[src/design/csten_pkg.sv]
// ----------------------------------------------------------------------------
// csten_pkg
// Shared types and constants of the case and space text encoder: transaction
// payloads, the word tracking context and the symbol burst of one text byte.
// ----------------------------------------------------------------------------
package csten_pkg;

   // largest number of symbols that one text byte can produce
   localparam int MaxSyms = 5;
   localparam int SymCntW = $clog2(MaxSyms + 1);
   localparam int SymIdxW = $clog2(MaxSyms);

   // marker codes placed in front of a word
   localparam logic [7:0] MARK_NO_SPACE  = 8'd1;
   localparam logic [7:0] MARK_ALL_CAPS  = 8'd2;
   localparam logic [7:0] MARK_FIRST_CAP = 8'd3;

   // character classes
   localparam logic [7:0] CH_SPACE   = 8'h20;
   localparam logic [7:0] CH_UPPER_A = 8'h41;
   localparam logic [7:0] CH_UPPER_Z = 8'h5a;
   localparam logic [7:0] CH_LOWER_A = 8'h61;
   localparam logic [7:0] CH_LOWER_Z = 8'h7a;
   localparam logic [7:0] CH_HIGH    = 8'h80;
   localparam logic [7:0] CH_CASE_OFFSET = CH_LOWER_A - CH_UPPER_A;

   // input transaction
   typedef struct packed {
      logic [7:0] in_byte;
      logic       end_of_stream;
   } req_type;

   // result transaction
   typedef struct packed {
      logic [7:0] symbol;
      logic       last_of_run;
      logic       stream_end;
   } rsp_type;

   // word tracking mode
   typedef enum logic [3:0] {
      MODE_NONE  = 4'b0001,
      MODE_LOWER = 4'b0010,
      MODE_CAPS  = 4'b0100,
      MODE_HELD  = 4'b1000
   } mode_type;

   // word tracking context carried from byte to byte
   typedef struct packed {
      mode_type   mode;
      logic [7:0] held_capital;
      logic       held_spaced;
      logic       space_pending;
      logic       started;
   } ctx_type;

   localparam ctx_type CtxReset = '{
      mode:          MODE_NONE,
      held_capital:  8'd0,
      held_spaced:   1'b0,
      space_pending: 1'b0,
      started:       1'b0
   };

   // symbols produced by one text byte
   typedef struct packed {
      logic [MaxSyms-1:0][7:0] syms;
      logic [SymCntW-1:0]      count;
      logic                    eos;
   } burst_type;

endpackage

[src/design/csten_outbuf.sv]
// ----------------------------------------------------------------------------
// csten_outbuf
// Result buffer: holds the symbol burst of one byte and hands it out one
// symbol per transaction, tagging the last one of the byte and of the stream.
// ----------------------------------------------------------------------------
module csten_outbuf (
   input  logic                 clock,
   input  logic                 reset,
   input  logic                 load,
   input  csten_pkg::burst_type burst,
   output logic                 can_load,
   output logic                 rsp_valid,
   input  logic                 rsp_ready,
   output csten_pkg::rsp_type   rsp_payload
);

   logic [csten_pkg::MaxSyms-1:0][7:0] syms_ff, syms_in;
   logic [csten_pkg::SymCntW-1:0]      cnt_ff, cnt_in;
   logic [csten_pkg::SymIdxW-1:0]      idx_ff, idx_in;
   logic                               eos_ff, eos_in;
   logic                               at_last;
   logic                               take;

   // current symbol position
   assign at_last   = (csten_pkg::SymCntW'(idx_ff) == cnt_ff - csten_pkg::SymCntW'(1));
   assign rsp_valid = (cnt_ff != '0);
   assign take      = rsp_valid && rsp_ready;
   assign can_load  = !rsp_valid || (take && at_last);

   assign rsp_payload.symbol      = syms_ff[idx_ff];
   assign rsp_payload.last_of_run = at_last;
   assign rsp_payload.stream_end  = at_last && eos_ff;

   // next buffer contents
   always_comb begin
      syms_in = syms_ff;
      cnt_in  = cnt_ff;
      idx_in  = idx_ff;
      eos_in  = eos_ff;
      if (load) begin
         syms_in = burst.syms;
         cnt_in  = burst.count;
         idx_in  = '0;
         eos_in  = burst.eos;
      end else if (take) begin
         if (at_last) begin
            cnt_in = '0;
            idx_in = '0;
         end else begin
            idx_in = idx_ff + csten_pkg::SymIdxW'(1);
         end
      end
   end

   // control registers
   always_ff @(posedge clock) begin
      if (reset) begin
         cnt_ff <= '0;
         idx_ff <= '0;
      end else begin
         cnt_ff <= cnt_in;
         idx_ff <= idx_in;
      end
   end

   // payload registers
   always_ff @(posedge clock) begin
      syms_ff <= syms_in;
      eos_ff  <= eos_in;
   end

endmodule

[config.mk]
export PLATFORM = sky130hd
export DESIGN_NAME = csten_outbuf
export DESIGN_NICKNAME = d
export VERILOG_FILES = /design/src/design/csten_pkg.sv /design/src/design/csten_outbuf.sv
export SDC_FILE = /design/constraint.sdc
export NUM_CORES = 1
export LEC_CHECK = 0
export ABC_AREA = 1
export BUFFER_PORTS_ARGS = -buffer_cell sky130_fd_sc_hd__buf_4
export CAP_MARGIN = 0
export CORE_MARGIN = 2
export CORE_UTILIZATION = 25
export DETAILED_ROUTE_END_ITERATION = 7
export HOLD_SLACK_MARGIN = 0.1
export PLACE_DENSITY = 0.52
export SYNTH_ARGS = -nofsm -noshare
export SYNTH_HDL_FRONTEND = slang
export SYNTH_SLANG_ARGS = --single-unit
[constraint.sdc]
create_clock -name clock -period 3 [get_ports clock]
set_input_delay 0.6 -clock clock [delete_from_list [all_inputs] [get_ports clock]]
set_output_delay 0.6 -clock clock [all_outputs]
set_load 0.1 [all_outputs]
==> flow_summary.yaml <==
run_status:
  status: "completed"
setup_path:
  crit_type: "flop to primary output"
  cp_max_fo: 4
  crit_required_ps: 2400
  arrival_ps: 1820
  end_kind: "primary output"
  setup.worst_path.start_class: "flop"
synthesis:
  synth_cell_types: 19
  synth.avg_cell_area_um2: 11.0
  yosysMostFrequentCell: "nand2_1"
  synth_top_area_cell: "edfxtp_1"
  synth_top_flop_cell: "edfxtp_1"
  synth-seq-area-share_pct: 66.3
  synthTopCellsByArea: "edfxtp_1 (60%), nand2_1 (8.7%), nand3_1 (8.1%)"
  synth_fp_nets: 236
  synth-edff-count: 41
  async_reset_ff_share_pct: 0
  ys_top_cells_by_count: "nand2_1 (47), edfxtp_1 (41), nand3_1 (33)"
  syn_area_um2: 2040
  syn_inst: 185
  yosysWarnings: 0
  ys_ff_latch: 47
  yosysTopAreaCellShare_pct: 60.4
cells_and_area:
  stdcell_area_um2: 2670
  syn_to_final_growth_pct: 31.0
  antenna_cells: 0
  fin_nets: 299
  utilization_pct: 34.2
  drive_gt1_share_pct: 32.5
cts:
  htree_levels: 2
  clk_latency_ps: 300
  cts_buffers: 5
  clock_path_buffers: 2
  clock_sinks: 47
  post_cts_buffers: 0
  ctsHoldBuffers: 0
  cts_resized: 0
  cts_tree: "yes"
  clk_pin_slew_ps: 90
  clockRootBuffer: "clkbuf_8"
sta:
  fin_crit_ps: 2420
  setup_viol: 0
  relSlewSlack_pct: 62.8
  fmax_mhz: 414
  rsz0062_at_grt: "false"
  slew_violations: 0
  setup_ws_ps: 585
  fin_crit_sh_pct: 80.5
  finClkSkew_ps: 1.59
  worstMarginPinSlew_ps: 558
  hold_viol: 0
run:
  drv_cap: 0
placement:
  post-place-ws_ps: 895
  io_buffers: 59
  hpwlAfterDp_um: 3060
  place.gp.congestion: 0.733
  dpl_cell_area_um2: 2580
floorplan:
  io-pin-count: 60
  die_y_um: 94.3
  coreArea_um2: 7810
  initial_core_util_pct: 26.1
  die_w_um: 94.3
  die-area_um2: 8900
  rows: 32
power:
  leakage_uw: 0.00116
  power_density_nw_per_um2: 552
  ir_worst_vdd_v: 0.000231
route:
  first_pass_iters: 4
  vias: 1441
  routedWlPerCell_um: 12.1
  drt-vias-per-instance: 4.11
  wirelength_um: 4250
  ant_nets: 0
  drtIter0Drc: 63
  drc_errors: 0
global_route:
  grt_max_degree: 47
  grt_usage_pct: 10.3
  grt_overflow: 0
  grt_pass1_wl_um: 6930
  grt_pass1_vias: 1418
  antenna_found_initial: 0
hold_path:
  hp-class: "input pin to flop"
==> power by group <==
part / internal (uW) / total (uW) / switching [uW]
registers: 763 / 780 / 16.4
clock network: 163 / 380 / 218
logic: 93.8 / 314 / 220
total: 1020 / 1470 / 454
==> metal layers <==
metal	GRT usage [%]	vias to the layer above	wire length (um)
met1	14.1	653	1930
met5	0	-	0
met2	15.3	41	1970
li1	-	741	-
met3	3.29	6	288
met4	3.62	0	66
==> sequential cells by signal (all words and copies together) (netlist names) <==
name     flops
cnt_ff       3
eos_ff       1
idx_ff       3
syms_ff     40
==> path summary, 6_finish.rpt <==
| path | startpoint | endpoint | slack [ps] | depth (start not counted) |
|---|---|---|---|---|
| setup / recovery | cnt_ff[0]$_SDFFE_PP0P_ | rsp_payload[0] | 580 | 9 |
| hold / removal | burst[0] | eos_ff$_DFFE_PP_ | 470 | 1 |
| setup reg to reg | cnt_ff[0]$_SDFFE_PP0P_ | idx_ff[2]$_SDFFE_PP0P_ | 1610 | 9 |
| hold reg to reg | cnt_ff[2]$_SDFFE_PP0P_ | cnt_ff[2]$_SDFFE_PP0P_ | 530 | 2 |
==> cell type report <==
| type | count | area [um^2] |
|---|---|---|
| Fill cell | 812 | 5140 |
| Sequential cell | 47 | 1350 |
| Multi-Input combinational cell | 110 | 553 |
| Timing Repair Buffer | 61 | 458 |
| Tap cell | 102 | 128 |
| Inverter | 23 | 92.6 |
| Clock buffer | 5 | 68.8 |
| Clock inverter | 3 | 20.0 |
==> cells in the final DEF, fill, tap and decap left out <==
cell,count
ha_1,3
xor2_1,2
clkinvlp_4,1
o21ai_0,9
nor2_1,8
nand2_1,47
clkinv_2,1
inv_1,18
clkinv_1,1
nand3_4,1
nand3_1,33
nand2_4,3
inv_6,1
clkinv_4,1
clkbuf_8,5
edfxtp_1,41
inv_2,3
nor2_4,1
nand2_2,3
dfxtp_1,6
buf_4,61
==> stage by stage <==
step	power [uW]	hold slack, ps	cells	setup TNS [ps]
after floorplan	1000	481	185	-3260
after global placement	1110	502	343	0
after detailed placement	1110	523	343	0
after CTS	1490	460	351	0
after global routing	1540	450	351	0
final	1470	465	351	0
==> critical path, cell delays in order (launching register included) <==
cell and delay, ps:
dfxtp_1 340, inv_1 100, ha_1 320, inv_1 40, nand2_1 70, nand2_2 60, nor2_4 110, nand2_1 100
nor2_1 90, buf_4 290
==> kinds of logic (layout without fill, tap and decap cells) <==
family	after synthesis	count (layout)	synth area share (%)
adders and majority gates	3	3	1.84
and+or+nand+nor	96	96	22.2
AOI/OAI and AO/OA	9	9	2.21
DFF	47	47	66.3
xor gates and xnor gates	2	2	0.859
buffers and inverters	28	92	6.62
(Power assumes the default switching activity.)
